--- src/sphf_pkg.sv ---
// Shared types, constants and reset values of the SPH pressure and viscosity force block.
package sphf_pkg;

  localparam int FRACTION_BITS_DEF = 16;
  localparam int COEFF_FRAC        = 40;
  localparam int IDX_W             = 16;

  localparam logic [63:0] SMAX = 64'h7FFF_FFFF_FFFF_FFFF;

  localparam logic CMD_LOAD     = 1'b0;
  localparam logic CMD_NEIGHBOR = 1'b1;

  localparam logic [30:0] H_RST     = 31'd1048576;
  localparam logic [30:0] H2_RST    = 31'd16777216;
  localparam logic [47:0] COEFF_RST = 48'hFFFF_FFCD_10F0;
  localparam logic [30:0] EPS_RST   = 31'd167772;

  typedef enum logic [2:0] {
    CFG_H     = 3'd0,
    CFG_H2    = 3'd1,
    CFG_COEFF = 3'd2,
    CFG_EPS   = 3'd3,
    CFG_GX    = 3'd4,
    CFG_GY    = 3'd5
  } cfg_idx_t;

  typedef enum logic [2:0] {
    OP_MUL,
    OP_DIV,
    OP_SQRT,
    OP_ADD,
    OP_ACC
  } alu_op_t;

  // Right shift applied after a multiply.
  typedef enum logic [1:0] {
    SH_0,
    SH_F,
    SH_C
  } mul_sh_t;

  typedef struct packed {
    logic        start;
    alu_op_t     op;
    mul_sh_t     sh;
    logic [63:0] a;
    logic [63:0] b;
  } alu_req_t;

  typedef struct packed {
    logic        done;
    logic [63:0] res;
  } alu_rsp_t;

  typedef struct packed {
    logic [30:0] h;
    logic [30:0] h2;
    logic [47:0] coeff;
    logic [30:0] eps;
    logic [31:0] gx;
    logic [31:0] gy;
  } cfg_t;

  typedef struct packed {
    logic             cmd;
    logic [IDX_W-1:0] index;
    logic [31:0]      pos_x;
    logic [31:0]      pos_y;
    logic [31:0]      vel_x;
    logic [31:0]      vel_y;
    logic [30:0]      density;
    logic [30:0]      pressure;
    logic [30:0]      mass;
    logic             last;
  } item_t;

  typedef struct packed {
    logic             valid;
    logic [IDX_W-1:0] index;
    logic [31:0]      ax;
    logic [31:0]      ay;
  } emit_t;

endpackage

--- src/sphf_alu.sv ---
// Shared multi-cycle arithmetic unit: multiply, divide, square root and saturating adds.
module sphf_alu
  import sphf_pkg::*;
#(
  parameter int FRAC = FRACTION_BITS_DEF
) (
  input  logic     clk,
  input  logic     rst_n,
  input  alu_req_t req,
  output alu_rsp_t rsp
);

  localparam int DW = 64 + FRAC;
  localparam int CW = $clog2(DW + 1);
  localparam logic [CW-1:0] MUL_STEPS  = CW'(4);
  localparam logic [CW-1:0] SQRT_STEPS = CW'(32);
  localparam logic [CW-1:0] DIV_STEPS  = CW'(DW);
  localparam logic [63:0]   SQ_CAP     = 64'hFFFF_FFFF_FFFF_FFFF >> FRAC;
  localparam logic signed [64:0] SMAX_P = $signed({1'b0, SMAX});
  localparam logic signed [64:0] SMAX_N = -$signed({1'b0, SMAX});
  localparam logic signed [64:0] A40_P  = 65'sd549755813887;
  localparam logic signed [64:0] A40_N  = -65'sd549755813888;

  logic          busy_r, done_r, neg_r;
  alu_op_t       op_r;
  mul_sh_t       sh_r;
  logic [CW-1:0] cnt_r;
  logic [63:0]   ua_r, ub_r, res_r;
  logic [127:0]  prod_r;
  logic [DW-1:0] quo_r;
  logic [63:0]   rem_r, den_r;
  logic [63:0]   sx_r, sr_r, sbit_r;

  logic [63:0]   mag_a, mag_b;
  logic [1:0]    ph;
  logic [31:0]   ah, bh;
  logic [63:0]   pp;
  logic [127:0]  pp_sh, prod_s;
  logic          mul_sat, div_sat;
  logic [63:0]   mul_res, div_res;
  logic [64:0]   rem_sh;
  logic          q_bit;
  logic [63:0]   rem_new;
  logic [63:0]   s_sum;
  logic          s_ge;
  logic signed [64:0] sum65;
  logic [63:0]   add_res, acc_res;
  logic [63:0]   sq_u, sq_x0;

  assign mag_a = req.a[63] ? (64'd0 - req.a) : req.a;
  assign mag_b = req.b[63] ? (64'd0 - req.b) : req.b;

  // Partial products, high halves first as the count runs down.
  assign ph = 2'(cnt_r - CW'(1));
  assign ah = ph[0] ? ua_r[63:32] : ua_r[31:0];
  assign bh = ph[1] ? ub_r[63:32] : ub_r[31:0];
  assign pp = ah * bh;

  always_comb begin
    case (ph)
      2'd0:    pp_sh = {64'd0, pp};
      2'd3:    pp_sh = {pp, 64'd0};
      default: pp_sh = {32'd0, pp, 32'd0};
    endcase
    case (sh_r)
      SH_F:    prod_s = prod_r >> FRAC;
      SH_C:    prod_s = prod_r >> COEFF_FRAC;
      default: prod_s = prod_r;
    endcase
  end

  assign mul_sat = |prod_s[127:63];
  assign mul_res = mul_sat ? (neg_r ? (64'd0 - SMAX) : SMAX)
                           : (neg_r ? (64'd0 - prod_s[63:0]) : prod_s[63:0]);

  assign rem_sh  = {rem_r, quo_r[DW-1]};
  assign q_bit   = rem_sh >= {1'b0, den_r};
  assign rem_new = q_bit ? 64'(rem_sh - {1'b0, den_r}) : rem_sh[63:0];
  assign div_sat = |quo_r[DW-1:63];
  assign div_res = div_sat ? (neg_r ? (64'd0 - SMAX) : SMAX)
                           : (neg_r ? (64'd0 - quo_r[63:0]) : quo_r[63:0]);

  assign s_sum = sr_r + sbit_r;
  assign s_ge  = sx_r >= s_sum;

  assign sum65 = $signed({req.a[63], req.a}) + $signed({req.b[63], req.b});

  always_comb begin
    if (sum65 > SMAX_P) begin
      add_res = SMAX;
    end else if (sum65 < SMAX_N) begin
      add_res = 64'd0 - SMAX;
    end else begin
      add_res = sum65[63:0];
    end
    if (sum65 > A40_P) begin
      acc_res = A40_P[63:0];
    end else if (sum65 < A40_N) begin
      acc_res = A40_N[63:0];
    end else begin
      acc_res = sum65[63:0];
    end
  end

  assign sq_u  = req.a[63] ? 64'd0 : ((req.a > SQ_CAP) ? SQ_CAP : req.a);
  assign sq_x0 = sq_u << FRAC;

  always_ff @(posedge clk) begin
    if (!rst_n) begin
      busy_r <= 1'b0;
      done_r <= 1'b0;
    end else begin
      done_r <= 1'b0;
      if (req.start) begin
        op_r <= req.op;
        sh_r <= req.sh;
        unique case (req.op)
          OP_MUL: begin
            busy_r <= 1'b1;
            cnt_r  <= MUL_STEPS;
            ua_r   <= mag_a;
            ub_r   <= mag_b;
            prod_r <= '0;
            neg_r  <= req.a[63] ^ req.b[63];
          end
          OP_DIV: begin
            busy_r <= 1'b1;
            cnt_r  <= DIV_STEPS;
            quo_r  <= {mag_a, {FRAC{1'b0}}};
            den_r  <= (req.b == 64'd0) ? 64'd1 : req.b;
            rem_r  <= '0;
            neg_r  <= req.a[63];
          end
          OP_SQRT: begin
            busy_r <= 1'b1;
            cnt_r  <= SQRT_STEPS;
            sx_r   <= sq_x0;
            sr_r   <= '0;
            sbit_r <= 64'h4000_0000_0000_0000;
          end
          OP_ADD: begin
            res_r  <= add_res;
            done_r <= 1'b1;
          end
          OP_ACC: begin
            res_r  <= acc_res;
            done_r <= 1'b1;
          end
          default: begin
            done_r <= 1'b1;
          end
        endcase
      end else if (busy_r) begin
        if (cnt_r != '0) begin
          cnt_r <= cnt_r - CW'(1);
          case (op_r)
            OP_MUL: prod_r <= prod_r + pp_sh;
            OP_DIV: begin
              quo_r <= {quo_r[DW-2:0], q_bit};
              rem_r <= rem_new;
            end
            OP_SQRT: begin
              if (s_ge) begin
                sx_r <= sx_r - s_sum;
                sr_r <= (sr_r >> 1) + sbit_r;
              end else begin
                sr_r <= sr_r >> 1;
              end
              sbit_r <= sbit_r >> 2;
            end
            default: ;
          endcase
        end else begin
          busy_r <= 1'b0;
          done_r <= 1'b1;
          case (op_r)
            OP_MUL:  res_r <= mul_res;
            OP_DIV:  res_r <= div_res;
            OP_SQRT: res_r <= sr_r;
            default: res_r <= res_r;
          endcase
        end
      end
    end
  end

  assign rsp.done = done_r;
  assign rsp.res  = res_r;

endmodule

--- config.mk ---
export PLATFORM = sky130hd
export DESIGN_NAME = sphf_alu
export DESIGN_NICKNAME = d
export VERILOG_FILES = /design/src/sphf_pkg.sv /design/src/sphf_alu.sv
export SDC_FILE = /design/constraint.sdc
export NUM_CORES = 2
export LEC_CHECK = 0
export BUFFER_PORTS_ARGS = -buffer_cell sky130_fd_sc_hd__buf_2
export CORE_UTILIZATION = 32
export DETAILED_ROUTE_END_ITERATION = 8
export GPL_ROUTABILITY_DRIVEN = 0
export PLACE_DENSITY = 0.43
export SLEW_MARGIN = 10
export SYNTH_ARGS = -nofsm -noshare
export SYNTH_HDL_FRONTEND = slang
export SYNTH_SLANG_ARGS = --single-unit
--- constraint.sdc ---
create_clock -name clk -period 24.3 [get_ports clk]
set_input_delay 2.43 -clock clk [delete_from_list [all_inputs] [get_ports clk]]
set_output_delay 2.43 -clock clk [all_outputs]
set_load 0.03 [all_outputs]
==> flow_metrics.tcl <==
set metrics [dict create \
    outcome "completed" \
    start_util_pct 32.1 \
    yosysWarnings 0 \
    fin_crit_ns 16.00 \
    die_height_um 543 \
    grt_pass1_wl_um 589000 \
    critPathLaunchType "flop" \
    grt_max_degree 116 \
    reg2reg_depth 42 \
    async_flop_share_pct 0 \
    reg2reg_from "cnt_r[1]$_SDFFCE_PP0P_" \
    avgSynthCellArea_um2 8.60 \
    yosysSeqAreaShare_pct 22.6 \
    yosys.area.top_type "edfxtp_1" \
    reg2reg_slack_ns 8.30 \
    finalWirelength_um 410000 \
    gr-total-overflow 0 \
    port_buffers 200 \
    fmax_mhz 62.5 \
    vias 83238 \
    post_cts_resized 0 \
    maxCapViolations 0 \
    hold_path.class "reg2reg" \
    crit_slowest_cell "mux2i_2" \
    clk_pin_slew_ns 0.06 \
    fp.dieW_um 543 \
    hold_viol 0 \
    synthCells 10865 \
    fin_skew_ns 0.102 \
    synth_edf_count 701 \
    via_per_inst 5.66 \
    grt_usage_pct 27.5 \
    finalMaxSlewViolations 0 \
    cts_tree "built" \
    final_antenna_net_count 0 \
    die_area_um2 294000 \
    cts_buffers 98 \
    detail_route.wl_per_cell_um 27.9 \
    yosysUniqueCellTypes 86 \
    clkLatencyLatePin_ns 0.86 \
    crit_path_frequent_cell "fa_1" \
    cp.required_ns 24.80 \
    first_pass_iters 8 \
    core-area_um2 291000 \
    post_cts_buffers 0 \
    hold_start "busy_r$_SDFFE_PN0P_" \
    worstSetupPathType "reg2reg" \
    grt_pass1_vias 82423 \
    cts.sinks 703 \
    synth_area_um2 93500 \
    setup_viol 0 \
    cp_num_buf_inv 6 \
    end_kind "flop" \
    fin_nets 12407 \
    holdPathStages 2 \
    synthTopCellsByArea "edfxtp_1 23%, fa_1 19%, ha_1 8.9%" \
    antenna_found_initial 52 \
    crit_arrival_ns 16.50 \
    worst-slew-pin-transition_ns 1.23 \
    synth_ff_type "edfxtp_1" \
    dpl.hpwl_um 321000 \
    layout-drive-gt1-share_pct 7.27 \
    final.setup.tns_ns 0 \
    rsz0062_at_grt "false" \
    root_buffer "clkbuf_16" \
    ios 201 \
    post-route-period-util_pct 65.9 \
    crit_family "adder cells" \
    synth.most_common_cell "nor2_1" \
    synth_fp_nets 12565 \
    cts-htree-levels 3 \
    slew_headroom_pct 16.6 \
    reg2reg_to "prod_r[117]$_SDFFCE_PP0P_" \
    worst-path-max-fanout 49 \
    cts_hold_buf 0 \
    netlist.area_leader.share_pct 22.5 \
    drc_errors 0 \
    crit_path_max_incr_delay_ns 1.08 \
    rows 198 \
    drtIter0Drc 8451 \
    cts_buffer_depth 4 \
    area_growth_pct 9.23 \
    synth_common_cells "1421 x nor2_1, 1127 x inv_1, 1024 x nand2_1, 900 x fa_1, 701 x edfxtp_1" \
    min_to "busy_r$_SDFFE_PN0P_" \
    synth-seq-cells 703 \
]
[layer usage]
layer | up-vias | part of all wire [%] | track usage, %
li1 | 37042 | - | -
met1 | 41798 | 43 | 37.3
met2 | 3651 | 44 | 42.5
met3 | 739 | 7.5 | 4.10
met4 | 8 | 5.6 | 13.5
met5 | - | 0.013 | 0
[through the flow]
stage               hold slack [ns]  instances  utilization [%]  setup slack [ns]  cell area [um2]
finish                        0.524      14706             35.1              8.30           102000
global route                  0.570      14695             35.1              7.82           102000
CTS                           0.523      14683             35.1              8.63           102000
detailed placement            0.510      14507             34.0              8.73            98800
global placement              0.481      14507             34.0              8.70            98800
floorplan                     0.464      10865                -              4.79            93500
[cell usage in the layout, fill, tap and decap left out, types with 245 or more instances in the layout]
cell and n:
nor2_1 1416, inv_1 1126, nand2_1 1023, fa_1 900, edfxtp_1 701, a21oi_1 685
ha_1 660, o21ai_0 534, xnor2_1 401, a21o_1 245
[final cells by class]
| class | instances | area [um2] |
|---|---|---|
| fill | 30252 | 189000 |
| multi-input combinational | 8406 | 66300 |
| sequential | 703 | 21100 |
| tap | 3900 | 4880 |
| inverter | 1128 | 4240 |
| clock buffer | 114 | 2530 |
| timing repair buffer | 370 | 2300 |
| clock inverter | 62 | 731 |
| antenna | 23 | 57.6 |
[worst reg2reg max path, delay by kind of cell, from the launching register on]
kind                     cells  cell delay [ns]
adder cells (fa/ha/maj)     11             5.26
AO/OA/AOI/OAI               10             3.74
AND/OR/NAND/NOR             12             3.27
multiplexers                 1             1.23
buffers and inverters        6             1.12
XOR/XNOR                     2             0.79
flip-flops                   1             0.35
[cells by family (layout without fill, tap and decap cells)]
group	Yosys count	count (layout)	share of synthesized area [%]
XOR/XNOR	612	612	5.73
other	0	23	0
flip-flops	703	703	22.6
AO/OA/AOI/OAI	2437	2437	16.8
adder cells (fa/ha/maj)	1564	1564	28.2
multiplexers	214	214	2.42
buffers and inverters	1756	1674	7.06
AND/OR/NAND/NOR	3579	3579	17.2
[registers in the layout, indices dropped and copies added, names as in the netlist, 3 cells and up]
register	count
prod_r	128
quo_r	80
den_r	64
rem_r	64
res_r	64
sr_r	64
sx_r	64
ua_r	64
ub_r	64
sbit_r	32
cnt_r	7
op_r	3
[worst max path at each step]
| stage | start | end | cells past startpoint |
|---|---|---|---|
| 2_1_floorplan | req[133] | prod_r[0]$_SDFFCE_PP0P_ | 5 |
| 3_3_place_gp | cnt_r[1]$_SDFFCE_PP0P_ | prod_r[117]$_SDFFCE_PP0P_ | 43 |
| 3_5_place_dp | cnt_r[1]$_SDFFCE_PP0P_ | prod_r[117]$_SDFFCE_PP0P_ | 42 |
| 4_1_cts | cnt_r[1]$_SDFFCE_PP0P_ | prod_r[117]$_SDFFCE_PP0P_ | 42 |
| 5_1_grt | cnt_r[1]$_SDFFCE_PP0P_ | prod_r[117]$_SDFFCE_PP0P_ | 44 |
| 6_report | cnt_r[1]$_SDFFCE_PP0P_ | prod_r[117]$_SDFFCE_PP0P_ | 42 |
Power is not shown: default switching activity piles up to over one toggle a cycle in this logic, so the estimate is an artifact.
